[src/ort_pkg.sv]
// Shared types and constants for the ordered route table.
// Used by the controller, the datapath and the port checker.
`timescale 1ns / 1ps

package ort_pkg;

   localparam int ADDR_W = 32;
   localparam int PLEN_W = 6;
   localparam int POS_W  = 4;

   // command codes
   localparam logic [1:0] CMD_ADD    = 2'd0;
   localparam logic [1:0] CMD_REMOVE = 2'd1;
   localparam logic [1:0] CMD_LOOKUP = 2'd2;

   // status codes
   localparam logic [1:0] ST_OK   = 2'd0;
   localparam logic [1:0] ST_FULL = 2'd1;
   localparam logic [1:0] ST_MISS = 2'd2;
   localparam logic [1:0] ST_PROT = 2'd3;

   typedef struct packed {
      logic [ADDR_W-1:0] mask;
      logic [ADDR_W-1:0] net;
      logic [ADDR_W-1:0] hop;
      logic              direct;
      logic [PLEN_W-1:0] plen;
   } entry_type;

   typedef enum logic [2:0] {
      PTR_HOLD,
      PTR_ZERO,
      PTR_LAST,
      PTR_POS,
      PTR_INC,
      PTR_DEC
   } ptr_op_type;

   typedef enum logic [1:0] {
      WA_ZERO,
      WA_UP,
      WA_DOWN
   } wr_at_type;

   typedef struct packed {
      logic       load;
      ptr_op_type ptr_op;
      logic       rd_en;
      logic       wr_en;
      logic       wr_new;
      wr_at_type  wr_at;
      logic       cnt_inc;
      logic       cnt_dec;
      logic       res_load;
      logic [1:0] res_status;
      logic       res_hit;
      logic       rsp_load;
   } ctl_cmd_type;

   typedef struct packed {
      logic [1:0] cmd;
      logic       full;
      logic       empty;
      logic       pos_oor;
      logic       rd_match;
      logic       rd_before;
      logic       rd_direct;
      logic       rd_last;
      logic       rd_zero;
      logic       rd_is_pos;
   } dp_status_type;

   // count of leading one bits; the highest zero bit decides
   function automatic logic [PLEN_W-1:0] prefix_len(input logic [ADDR_W-1:0] m);
      logic [PLEN_W-1:0] n;
      n = PLEN_W'(ADDR_W);
      for (int i = 0; i < ADDR_W; i++) begin
         if (!m[i]) begin
            n = PLEN_W'(ADDR_W - 1 - i);
         end
      end
      return n;
   endfunction

endpackage

[src/ordered_route_table.sv]
// Ordered IPv4 route table: one word in, one word out, one command at a time.
// A full or empty add, an out-of-range remove, a lookup in an empty table or an unused command
// is answered from the decode state; an add walks from the tail down to its insertion point, a
// remove from the position to the last route or a protected target, a lookup from the first
// route to a hit or the last one. req_ready rises with rsp_valid; a result waits while the
// previous word is unaccepted. Reset empties the table and idles the controller.
`timescale 1ns / 1ps

module ordered_route_table #(
   parameter int ENTRIES = 16
) (
   input  logic                       clock,
   input  logic                       reset,
   input  logic                       req_valid,
   output logic                       req_ready,
   input  logic [1:0]                 req_cmd,
   input  logic [ort_pkg::ADDR_W-1:0] req_route_mask,
   input  logic [ort_pkg::ADDR_W-1:0] req_route_net,
   input  logic [ort_pkg::ADDR_W-1:0] req_route_next_hop,
   input  logic                       req_route_direct,
   input  logic [ort_pkg::POS_W-1:0]  req_entry_position,
   input  logic [ort_pkg::ADDR_W-1:0] req_dest_addr,
   output logic                       rsp_valid,
   input  logic                       rsp_ready,
   output logic [1:0]                 rsp_status,
   output logic                       rsp_found,
   output logic [ort_pkg::ADDR_W-1:0] rsp_next_hop
);

   ort_pkg::ctl_cmd_type   cmd;
   ort_pkg::dp_status_type status;

   ort_ctrl u_ctrl (
      .clock     (clock),
      .reset     (reset),
      .req_valid (req_valid),
      .req_ready (req_ready),
      .rsp_valid (rsp_valid),
      .rsp_ready (rsp_ready),
      .status    (status),
      .cmd       (cmd)
   );

   ort_datapath #(
      .ENTRIES (ENTRIES)
   ) u_datapath (
      .clock              (clock),
      .reset              (reset),
      .req_cmd            (req_cmd),
      .req_route_mask     (req_route_mask),
      .req_route_net      (req_route_net),
      .req_route_next_hop (req_route_next_hop),
      .req_route_direct   (req_route_direct),
      .req_entry_position (req_entry_position),
      .req_dest_addr      (req_dest_addr),
      .cmd                (cmd),
      .status             (status),
      .rsp_status         (rsp_status),
      .rsp_found          (rsp_found),
      .rsp_next_hop       (rsp_next_hop)
   );

endmodule

[src/ort_datapath.sv]
// Route table datapath: route memory, read/write pointers, route count,
// compare logic and result registers. Depends on ort_pkg.
`timescale 1ns / 1ps

module ort_datapath #(
   parameter int ENTRIES = 16
) (
   input  logic                         clock,
   input  logic                         reset,
   input  logic [1:0]                   req_cmd,
   input  logic [ort_pkg::ADDR_W-1:0]   req_route_mask,
   input  logic [ort_pkg::ADDR_W-1:0]   req_route_net,
   input  logic [ort_pkg::ADDR_W-1:0]   req_route_next_hop,
   input  logic                         req_route_direct,
   input  logic [ort_pkg::POS_W-1:0]    req_entry_position,
   input  logic [ort_pkg::ADDR_W-1:0]   req_dest_addr,
   input  ort_pkg::ctl_cmd_type         cmd,
   output ort_pkg::dp_status_type       status,
   output logic [1:0]                   rsp_status,
   output logic                         rsp_found,
   output logic [ort_pkg::ADDR_W-1:0]   rsp_next_hop
);

   localparam int IDX_W = $clog2(ENTRIES);
   localparam int CNT_W = $clog2(ENTRIES + 1);
   localparam int CMP_W = (CNT_W > ort_pkg::POS_W) ? CNT_W : ort_pkg::POS_W;

   ort_pkg::entry_type mem [ENTRIES];

   logic [1:0]                 req_cmd_ff;
   ort_pkg::entry_type         req_entry_ff;
   logic [ort_pkg::POS_W-1:0]  req_pos_ff;
   logic [ort_pkg::ADDR_W-1:0] req_dest_ff;

   logic [CNT_W-1:0] count_ff, count_in;
   logic [CNT_W-1:0] ptr_ff, ptr_in;
   logic [CNT_W-1:0] rd_addr_ff;
   ort_pkg::entry_type rdata_ff;

   logic [1:0]                 res_status_ff;
   logic                       res_found_ff;
   logic [ort_pkg::ADDR_W-1:0] res_hop_ff;
   logic [1:0]                 rsp_status_ff;
   logic                       rsp_found_ff;
   logic [ort_pkg::ADDR_W-1:0] rsp_next_hop_ff;

   logic [CNT_W-1:0]   last_idx;
   logic [CNT_W-1:0]   wr_addr;
   ort_pkg::entry_type wr_data;
   logic               rd_ok;

   assign last_idx = count_ff - CNT_W'(1);
   assign rd_ok    = ptr_ff < CNT_W'(ENTRIES);
   assign wr_data  = cmd.wr_new ? req_entry_ff : rdata_ff;

   always_comb begin
      case (cmd.ptr_op)
         ort_pkg::PTR_ZERO: ptr_in = '0;
         ort_pkg::PTR_LAST: ptr_in = last_idx;
         ort_pkg::PTR_POS:  ptr_in = CNT_W'(req_pos_ff);
         ort_pkg::PTR_INC:  ptr_in = ptr_ff + CNT_W'(1);
         ort_pkg::PTR_DEC:  ptr_in = ptr_ff - CNT_W'(1);
         default:           ptr_in = ptr_ff;
      endcase
   end

   always_comb begin
      case (cmd.wr_at)
         ort_pkg::WA_UP:   wr_addr = rd_addr_ff + CNT_W'(1);
         ort_pkg::WA_DOWN: wr_addr = rd_addr_ff - CNT_W'(1);
         default:          wr_addr = '0;
      endcase
   end

   always_comb begin
      count_in = count_ff;
      if (cmd.cnt_inc) begin
         count_in = count_ff + CNT_W'(1);
      end else if (cmd.cnt_dec) begin
         count_in = count_ff - CNT_W'(1);
      end
   end

   always_ff @(posedge clock) begin
      if (reset) begin
         count_ff <= '0;
      end else begin
         count_ff <= count_in;
      end
   end

   // route memory: one write port, one registered read port
   always_ff @(posedge clock) begin
      if (cmd.wr_en) begin
         mem[wr_addr[IDX_W-1:0]] <= wr_data;
      end
      if (cmd.rd_en && rd_ok) begin
         rdata_ff <= mem[ptr_ff[IDX_W-1:0]];
      end
   end

   always_ff @(posedge clock) begin
      ptr_ff <= ptr_in;
      if (cmd.rd_en) begin
         rd_addr_ff <= ptr_ff;
      end
      if (cmd.load) begin
         req_cmd_ff          <= req_cmd;
         req_entry_ff.mask   <= req_route_mask;
         req_entry_ff.net    <= req_route_net;
         req_entry_ff.hop    <= req_route_next_hop;
         req_entry_ff.direct <= req_route_direct;
         req_entry_ff.plen   <= ort_pkg::prefix_len(req_route_mask);
         req_pos_ff          <= req_entry_position;
         req_dest_ff         <= req_dest_addr;
      end
      if (cmd.res_load) begin
         res_status_ff <= cmd.res_status;
         res_found_ff  <= cmd.res_hit;
         res_hop_ff    <= (cmd.res_hit && !rdata_ff.direct) ? rdata_ff.hop : '0;
      end
      if (cmd.rsp_load) begin
         rsp_status_ff   <= res_status_ff;
         rsp_found_ff    <= res_found_ff;
         rsp_next_hop_ff <= res_hop_ff;
      end
   end

   always_comb begin
      status.cmd       = req_cmd_ff;
      status.full      = count_ff == CNT_W'(ENTRIES);
      status.empty     = count_ff == '0;
      status.pos_oor   = CMP_W'(req_pos_ff) >= CMP_W'(count_ff);
      status.rd_match  = (rdata_ff.mask & req_dest_ff) == rdata_ff.net;
      // stored route stays ahead of the new one
      status.rd_before = !req_entry_ff.direct &&
                         (rdata_ff.direct || (rdata_ff.plen >= req_entry_ff.plen));
      status.rd_direct = rdata_ff.direct;
      status.rd_last   = rd_addr_ff == last_idx;
      status.rd_zero   = rd_addr_ff == '0;
      status.rd_is_pos = CMP_W'(rd_addr_ff) == CMP_W'(req_pos_ff);
   end

   assign rsp_status   = rsp_status_ff;
   assign rsp_found    = rsp_found_ff;
   assign rsp_next_hop = rsp_next_hop_ff;

endmodule

[src/ort_ctrl.sv]
// Route table controller: sequences add, remove and lookup walks over the
// route memory and drives the handshakes. Depends on ort_pkg.
`timescale 1ns / 1ps

module ort_ctrl (
   input  logic                   clock,
   input  logic                   reset,
   input  logic                   req_valid,
   output logic                   req_ready,
   output logic                   rsp_valid,
   input  logic                   rsp_ready,
   input  ort_pkg::dp_status_type status,
   output ort_pkg::ctl_cmd_type   cmd
);

   typedef enum logic [2:0] {
      S_IDLE,
      S_DEC,
      S_ADD,
      S_ADD0,
      S_REM,
      S_LOOK,
      S_FIN
   } state_type;

   state_type state_ff, state_in;
   logic      rv_ff, rv_in;
   logic      rsp_valid_ff, rsp_valid_in;
   logic      out_free;

   assign out_free  = !rsp_valid_ff || rsp_ready;
   assign req_ready = state_ff == S_IDLE;
   assign rsp_valid = rsp_valid_ff;

   always_comb begin
      state_in     = state_ff;
      cmd          = '0;
      rv_in        = (state_ff == S_ADD) || (state_ff == S_REM) || (state_ff == S_LOOK);
      rsp_valid_in = rsp_valid_ff && !rsp_ready;

      case (state_ff)
         S_IDLE: begin
            if (req_valid) begin
               cmd.load = 1'b1;
               state_in = S_DEC;
            end
         end

         S_DEC: begin
            cmd.res_status = ort_pkg::ST_MISS;
            case (status.cmd)
               ort_pkg::CMD_ADD: begin
                  if (status.full) begin
                     cmd.res_status = ort_pkg::ST_FULL;
                     cmd.res_load   = 1'b1;
                     state_in       = S_FIN;
                  end else if (status.empty) begin
                     cmd.wr_en      = 1'b1;
                     cmd.wr_new     = 1'b1;
                     cmd.wr_at      = ort_pkg::WA_ZERO;
                     cmd.cnt_inc    = 1'b1;
                     cmd.res_status = ort_pkg::ST_OK;
                     cmd.res_load   = 1'b1;
                     state_in       = S_FIN;
                  end else begin
                     cmd.ptr_op = ort_pkg::PTR_LAST;
                     state_in   = S_ADD;
                  end
               end
               ort_pkg::CMD_REMOVE: begin
                  if (status.pos_oor) begin
                     cmd.res_load = 1'b1;
                     state_in     = S_FIN;
                  end else begin
                     cmd.ptr_op = ort_pkg::PTR_POS;
                     state_in   = S_REM;
                  end
               end
               ort_pkg::CMD_LOOKUP: begin
                  if (status.empty) begin
                     cmd.res_load = 1'b1;
                     state_in     = S_FIN;
                  end else begin
                     cmd.ptr_op = ort_pkg::PTR_ZERO;
                     state_in   = S_LOOK;
                  end
               end
               default: begin
                  cmd.res_load = 1'b1;
                  state_in     = S_FIN;
               end
            endcase
         end

         // walk down from the tail, moving routes up one slot until the
         // insertion point shows up
         S_ADD: begin
            cmd.rd_en  = 1'b1;
            cmd.ptr_op = ort_pkg::PTR_DEC;
            cmd.wr_at  = ort_pkg::WA_UP;
            if (rv_ff) begin
               cmd.wr_en = 1'b1;
               if (status.rd_before) begin
                  cmd.wr_new     = 1'b1;
                  cmd.cnt_inc    = 1'b1;
                  cmd.res_status = ort_pkg::ST_OK;
                  cmd.res_load   = 1'b1;
                  state_in       = S_FIN;
               end else if (status.rd_zero) begin
                  state_in = S_ADD0;
               end
            end
         end

         S_ADD0: begin
            cmd.wr_en      = 1'b1;
            cmd.wr_new     = 1'b1;
            cmd.wr_at      = ort_pkg::WA_ZERO;
            cmd.cnt_inc    = 1'b1;
            cmd.res_status = ort_pkg::ST_OK;
            cmd.res_load   = 1'b1;
            state_in       = S_FIN;
         end

         // first read checks the target, later ones move routes down a slot
         S_REM: begin
            cmd.rd_en      = 1'b1;
            cmd.ptr_op     = ort_pkg::PTR_INC;
            cmd.wr_at      = ort_pkg::WA_DOWN;
            cmd.res_status = ort_pkg::ST_OK;
            if (rv_ff) begin
               if (status.rd_is_pos) begin
                  if (status.rd_direct) begin
                     cmd.res_status = ort_pkg::ST_PROT;
                     cmd.res_load   = 1'b1;
                     state_in       = S_FIN;
                  end else if (status.rd_last) begin
                     cmd.cnt_dec  = 1'b1;
                     cmd.res_load = 1'b1;
                     state_in     = S_FIN;
                  end
               end else begin
                  cmd.wr_en = 1'b1;
                  if (status.rd_last) begin
                     cmd.cnt_dec  = 1'b1;
                     cmd.res_load = 1'b1;
                     state_in     = S_FIN;
                  end
               end
            end
         end

         S_LOOK: begin
            cmd.rd_en  = 1'b1;
            cmd.ptr_op = ort_pkg::PTR_INC;
            if (rv_ff) begin
               if (status.rd_match) begin
                  cmd.res_status = ort_pkg::ST_OK;
                  cmd.res_hit    = 1'b1;
                  cmd.res_load   = 1'b1;
                  state_in       = S_FIN;
               end else if (status.rd_last) begin
                  cmd.res_status = ort_pkg::ST_MISS;
                  cmd.res_load   = 1'b1;
                  state_in       = S_FIN;
               end
            end
         end

         S_FIN: begin
            if (out_free) begin
               cmd.rsp_load = 1'b1;
               rsp_valid_in = 1'b1;
               state_in     = S_IDLE;
            end
         end

         default: begin
            state_in = S_IDLE;
         end
      endcase
   end

   always_ff @(posedge clock) begin
      if (reset) begin
         state_ff     <= S_IDLE;
         rv_ff        <= 1'b0;
         rsp_valid_ff <= 1'b0;
      end else begin
         state_ff     <= state_in;
         rv_ff        <= rv_in;
         rsp_valid_ff <= rsp_valid_in;
      end
   end

endmodule

[config.mk]
export PLATFORM = sky130hd
export DESIGN_NAME = ordered_route_table
export DESIGN_NICKNAME = d
export VERILOG_FILES = /design/src/ort_pkg.sv /design/src/ordered_route_table.sv /design/src/ort_datapath.sv /design/src/ort_ctrl.sv
export SDC_FILE = /design/constraint.sdc
export NUM_CORES = 2
export LEC_CHECK = 0
export BUFFER_PORTS_ARGS = -buffer_cell sky130_fd_sc_hd__buf_2
export CAP_MARGIN = 25
export CORE_MARGIN = 3
export CORE_UTILIZATION = 50
export DETAILED_ROUTE_END_ITERATION = 8
export HOLD_SLACK_MARGIN = 0.15
export PLACE_DENSITY = 0.66
export SLEW_MARGIN = 20
export SYNTH_ARGS = -nofsm -noshare
export SYNTH_HDL_FRONTEND = slang
export SYNTH_SLANG_ARGS = --single-unit
[constraint.sdc]
create_clock -name clock -period 6.8 [get_ports clock]
set_input_delay 1.36 -clock clock [delete_from_list [all_inputs] [get_ports clock]]
set_output_delay 1.36 -clock clock [all_outputs]
set_load 0.005 [all_outputs]
### After elaboration in Yosys (flattened, before gate mapping)

Memory sizes are Yosys's and may differ from the RTL's. A register that Yosys moved wholly into a read port is not among the register bits.
Cells that the tools add are included.

* logic and storage cells: 189
* output and inout bits: 37
* memory bits (writable): 1648
* memories: 1
* bits in registers: 231
* input bits: 139

* bitwise gates (word level): 1
* add/sub/neg operators: 6
* magnitude comparators: 3
* mux-type cells: 102
* eq/ne operators: 25
* reductions and logical operators: 26

Memory list
* u_datapath.mem: depth 16, bits a word 103, read ports 1, clocked after memory_dff 1, wr ports 1, RTL line ort_datapath.sv:28 `ort_pkg::entry_type mem [ENTRIES];`

Operator list (count)
* two-way mux 103 bit: 1
* two-way mux 5 bit: 20
* two-way mux 3 bit: 24
* two-way mux 4 bit: 10
* bitwise AND 32 bit: 1
* equality test 32 bit: 1
* AND reduction 31 bit: 1
* case mux 3 bit (3 select lines): 3
* case mux 5 bit (5 select lines): 1
* two-way mux 2 bit: 12
* two-way mux 1 bit: 22
* case mux 3 bit (7 select lines): 1
* AND reduction 16 bit: 1
* equality test 3 bit (second input constant): 5
* case mux 3 bit (5 select lines): 1
* equality test 3 x 2 -> 1 bit (second input constant): 4
* adder 5 x 1 -> 5 bit (second input constant): 2
* logical NOT 5 bit: 2
* subtractor 5 x 1 -> 5 bit (second input constant): 2
* case mux 1 bit (3 select lines): 3
* != test 2 x 1 -> 1 bit (second input constant): 4
* case mux 4 bit (2 select lines): 1
* AND reduction 8 bit: 1
* equality test 3 x 1 -> 1 bit (second input constant): 2
* 27 further kinds: 38

### Depth between registers and ports, before layout

* word-level depth: 31
* depth in mapped cells: 10
* depth with buffers taken out: 9

### By module

A second synthesis with hierarchy kept.

* cell total of the unflattened synthesis: 3171
* area, all modules: 75611.3 um^2

Modules (own cells, without submodules)
* ort_datapath: cells each 3069, times used 1, area each 74906.8 um^2, sequential area each 59316.9 um^2
* ort_ctrl: cells each 102, times used 1, area each 704.4 um^2, sequential area each 100.1 um^2

### Least setup slack after synthesis

OpenSTA, ideal clock, no wires.

* path kind: register to register
* start point: register u_ctrl.state_ff[2]
* end point: memory u_datapath.mem[10][0] (netlist bit), enable pin
* cell stages (with the launch flop): 11
* data arrival time: 6.345 ns
* required time: 6.234 ns
* setup time: 0.566 ns
* path buffers: 1
* clock period less this slack: 6.912 ns
* slack: -0.112 ns
* path through: dfxtp_1 > buf_4 > nor2b_1 > nand2b_1 > inv_1 > ha_1 > a21o_1 > a21oi_1 > xor2_1 > nand3_1 > nor2_1

* longest elaborated chain between the ends: 4
* elaborated cells between the ends (all ways): 11
* classes of those cells: eq/ne: 6; mux: 5

RTL lines
* from (decl): RTL line ort_ctrl.sv:26 `state_type state_ff, state_in;`
* from (signal assigned): RTL line ort_ctrl.sv:190 `state_ff <= state_in;`
* equality test 3 bit (tied with other cells): RTL line ort_ctrl.sv:41 `case (state_ff)`
* case mux 2 bit (3 select lines) / case mux 1 bit (4 select lines) (equally long branches): RTL line ort_ctrl.sv:41
* equality test 2 bit (tied with other cells): RTL line ort_datapath.sv:68 `case (cmd.wr_at)`
* case mux 4 bit (2 select lines) / two-way mux 1 bit (equally long branches): RTL line ort_datapath.sv:68, ort_datapath.sv:95
* to (decl): RTL line ort_datapath.sv:28

Parallel ways exist; a longest one is shown, timed or not.

### Final worst setup path

* start point: register u_ctrl.state_ff[2]
* end point: memory u_datapath.mem[11][67] (netlist bit), enable pin

The elaborated chain is that of the path after synthesis.

==> flow_summary_export.csv <==
group,metric,value,unit
global_routing,gr-usage-met1,32.81,%
routing,drcViolationCount,0,
cts,htreeDepth,4,
synth,yosys.area.top_type,"edfxtp_1",
synth,yosys.cell_types.count,68,
synth,synth-edff-count,1972,
cells_and_area,syn_to_final_growth,13.06,%
setup_path,cp-end-kind,"flip-flop",
cts,holdBufCountCts,0,
global_routing,use_met2,34.99,%
flow_run,max_cap_viol_count,0,
timing,tns,0,ps
setup_path,critical_path_peak_fanout,42,
global_routing,busiest_layer,"met2",
floorplanning,die_width,394.7,um
placed_design,port_buffers,175,
global_routing,grt_overflow,0,
cts,numCtsBuffers,194,
synth,syn_inst,3162,
cts,post_cts_resized,0,
timing,hold_viol,0,
cts,cts_num_sinks,1982,
routing,postRouteAntennaNets,0,
routing,via_count,34512,
timing,fmax,0.2252,GHz
timing,setup_viol,0,
cts,post_cts_buffers,0,
cts,root_buffer,"clkbuf_16",
placed_design,place.gp.congestion,0.8073,
global_routing,grt_max_degree,134,
cts,cts_tree,"done",
floorplanning,initial_core_util,50.73,%
routing,viasPerCell,6.125,
synth,synthArstFlopShare,0,%
synth,synth_seq_area_share,78.66,%
timing,relSlewSlack,26.48,%
floorplanning,pin_count,176,
synth,synth_area_per_cell,23.89,um2
routing,drtIter0Drc,4043,
global_routing,grtUsageMet3,3.924,%
global_routing,antenna_found_initial,4,
synth,synth_nets,3324,
synth,synth_common_cells,"edfxtp_1 (1972), mux4_2 (515), mux2_2 (102)",
floorplanning,coreArea,148900,um2
routing,drtPass1Iterations,6,
cts,clk_latency,810,ps
power_and_ir_drop,p_per_area,379.9,nW/um2
cts,max-clock-path-buffers,3,
timing,max_slew.worst_pin.slew,1103,ps
power_and_ir_drop,vdd.ir_drop.worst,0.3288,mV
setup_path,start_kind,"flip-flop",
floorplanning,num_rows,141,
synth,yosysWarnings,0,
hold_path,hp-class,"flip-flop to flip-flop",
synth,synth_top_area_share,78.40,%
timing,rsz0062_at_grt,"false",
timing,finalCritPeriodShare,65.31,%
routing,wl,171.8,mm
cts,path_clk_slew,60,ps
setup_path,critPathKind,"flip-flop to flip-flop",
power_and_ir_drop,p_leak,0.02689,uW
setup_path,crit_arrival,4890,ps
synth,synth.area.top_cells,"edfxtp_1 (78%), mux4_2 (15%), mux2_2 (1.5%)",
synth,yosysMostFrequentCell,"edfxtp_1",
cells_and_area,postLayoutCoreUtil,57.35,%
floorplanning,dieArea,155800,um2
run_status,status,"completed",
cells_and_area,final_layout_size_suffix_gt1_share,31.86,%
synth,ys_ff_latch,1982,
routing,detail_route.wl_per_cell,30.49,um
setup_path,crit_required,7250,ps
global_routing,grt_pass1_vias,34854,
synth,synth.cell_area,75530,um2
global_routing,grt_use_total,22.20,%
global_routing,grt_first_pass_wirelength,249.9,mm
timing,clock_skew,26.96,ps
floorplanning,die_h,394.7,um
placed_design,hpwl,89.31,mm
timing,period_minus_slack,4441,ps
cells_and_area,layout.nets,3627,
timing,final_max_slew_viol_count,0,
synth,synthFlopType,"edfxtp_1",
[per-stage QoR]
step	power (uW)	hold WS (ps)	cells	worst slack (ps)	instance area (um2)
3_5_place_dp	22490	404.5	5271	2383	79300
6_report	32440	413.9	5635	2359	85400
4_1_cts	32740	418.5	5633	2336	85390
3_3_place_gp	22400	401.4	5269	2291	79250
2_1_floorplan	20490	400.3	3162	-111.6	75530
5_1_grt	33670	423.3	5633	2108	85390
[logic make-up (layout without fill, tap and decap cells)]
logic type | count (synthesis) | after routing | synth area share (%)
DFF | 1982 | 1982 | 78.66
muxes | 619 | 619 | 16.91
and+or+nand+nor | 215 | 215 | 1.549
buffers and inverters | 170 | 639 | 0.9790
AOI/OAI and AO/OA | 134 | 134 | 1.262
adders and majority gates | 23 | 23 | 0.4009
xor gates and xnor gates | 19 | 19 | 0.2385
other | 0 | 2 | 0
[cell type report]
cell class                      count  area, um2
Sequential cell                  1982      59420
Multi-Input combinational cell   1010      15530
Clock buffer                      237       5101
Tap cell                         2002       2505
Fill cell                       10721      63500
Timing Repair Buffer              244       1722
Clock inverter                    125      993.5
Antenna cell                        2      5.005
Inverter                           33      123.9
[worst paths after layout]
path,from,end,slack [ps],cells past startpoint
worst min-delay path,u_datapath.res_hop_ff[28],u_datapath.rsp_next_hop[28],410,0
worst max register to register,u_ctrl.state_ff[2],u_datapath.mem[11][67],2360,10
worst max-delay path,u_ctrl.state_ff[2],u_datapath.mem[11][67],2360,10
worst min register to register,u_datapath.res_hop_ff[28],u_datapath.rsp_next_hop[28],410,0
[power by group]
group	internal, uW	total [uW]	leakage (uW)	switching [uW]
Clock	5820	10300	0.00296	4450
Sequential	15300	15800	0.0179	470
Combinational	2830	6390	0.00599	3560
[layout by cell type, fill, tap and decap left out, types with 33 or more instances in the layout]
cell type	n
inv_1	33
nor2_1	34
buf_2	175
edfxtp_1	1972
buf_4	43
mux4_2	515
clkbuf_1	39
nand2_1	35
mux2_2	102
and2_1	34
clkbuf_16	198
clkinv_1	61
[metal layers]
layer / vias up / wire (um) / share of wire, %
met5: - / 0 / 0
met4: 0 / 3409 / 2.0
met3: 215 / 12470 / 7.3
met2: 1497 / 83540 / 49
met1: 18644 / 72380 / 42
li1: 14156 / - / -
[state kept, by name, indices dropped and copies added (netlist names), 2 cells and up]
register,count
u_datapath.res_status_ff,2
u_datapath.req_dest_ff,32
u_datapath.req_pos_ff,4
u_datapath.ptr_ff,5
u_datapath.rsp_next_hop,32
u_datapath.res_hop_ff,32
u_ctrl.state_ff,3
u_datapath.rdata_ff,102
u_datapath.req_cmd_ff,2
u_datapath.req_entry_ff,103
u_datapath.mem,1648
u_datapath.count_ff,5
u_datapath.rsp_status,2
u_datapath.rd_addr_ff,5
[worst max-delay path: stages, from the launching register on]
cell	delay, ps
dfxtp_1	540
nor2b_1	460
nand2b_1	200
inv_1	240
ha_1	270
a21o_1	180
a21oi_1	260
xor2_1	240
nand3_1	350
nor2_4	880
buf_12	420
(Power assumes the default switching activity.)
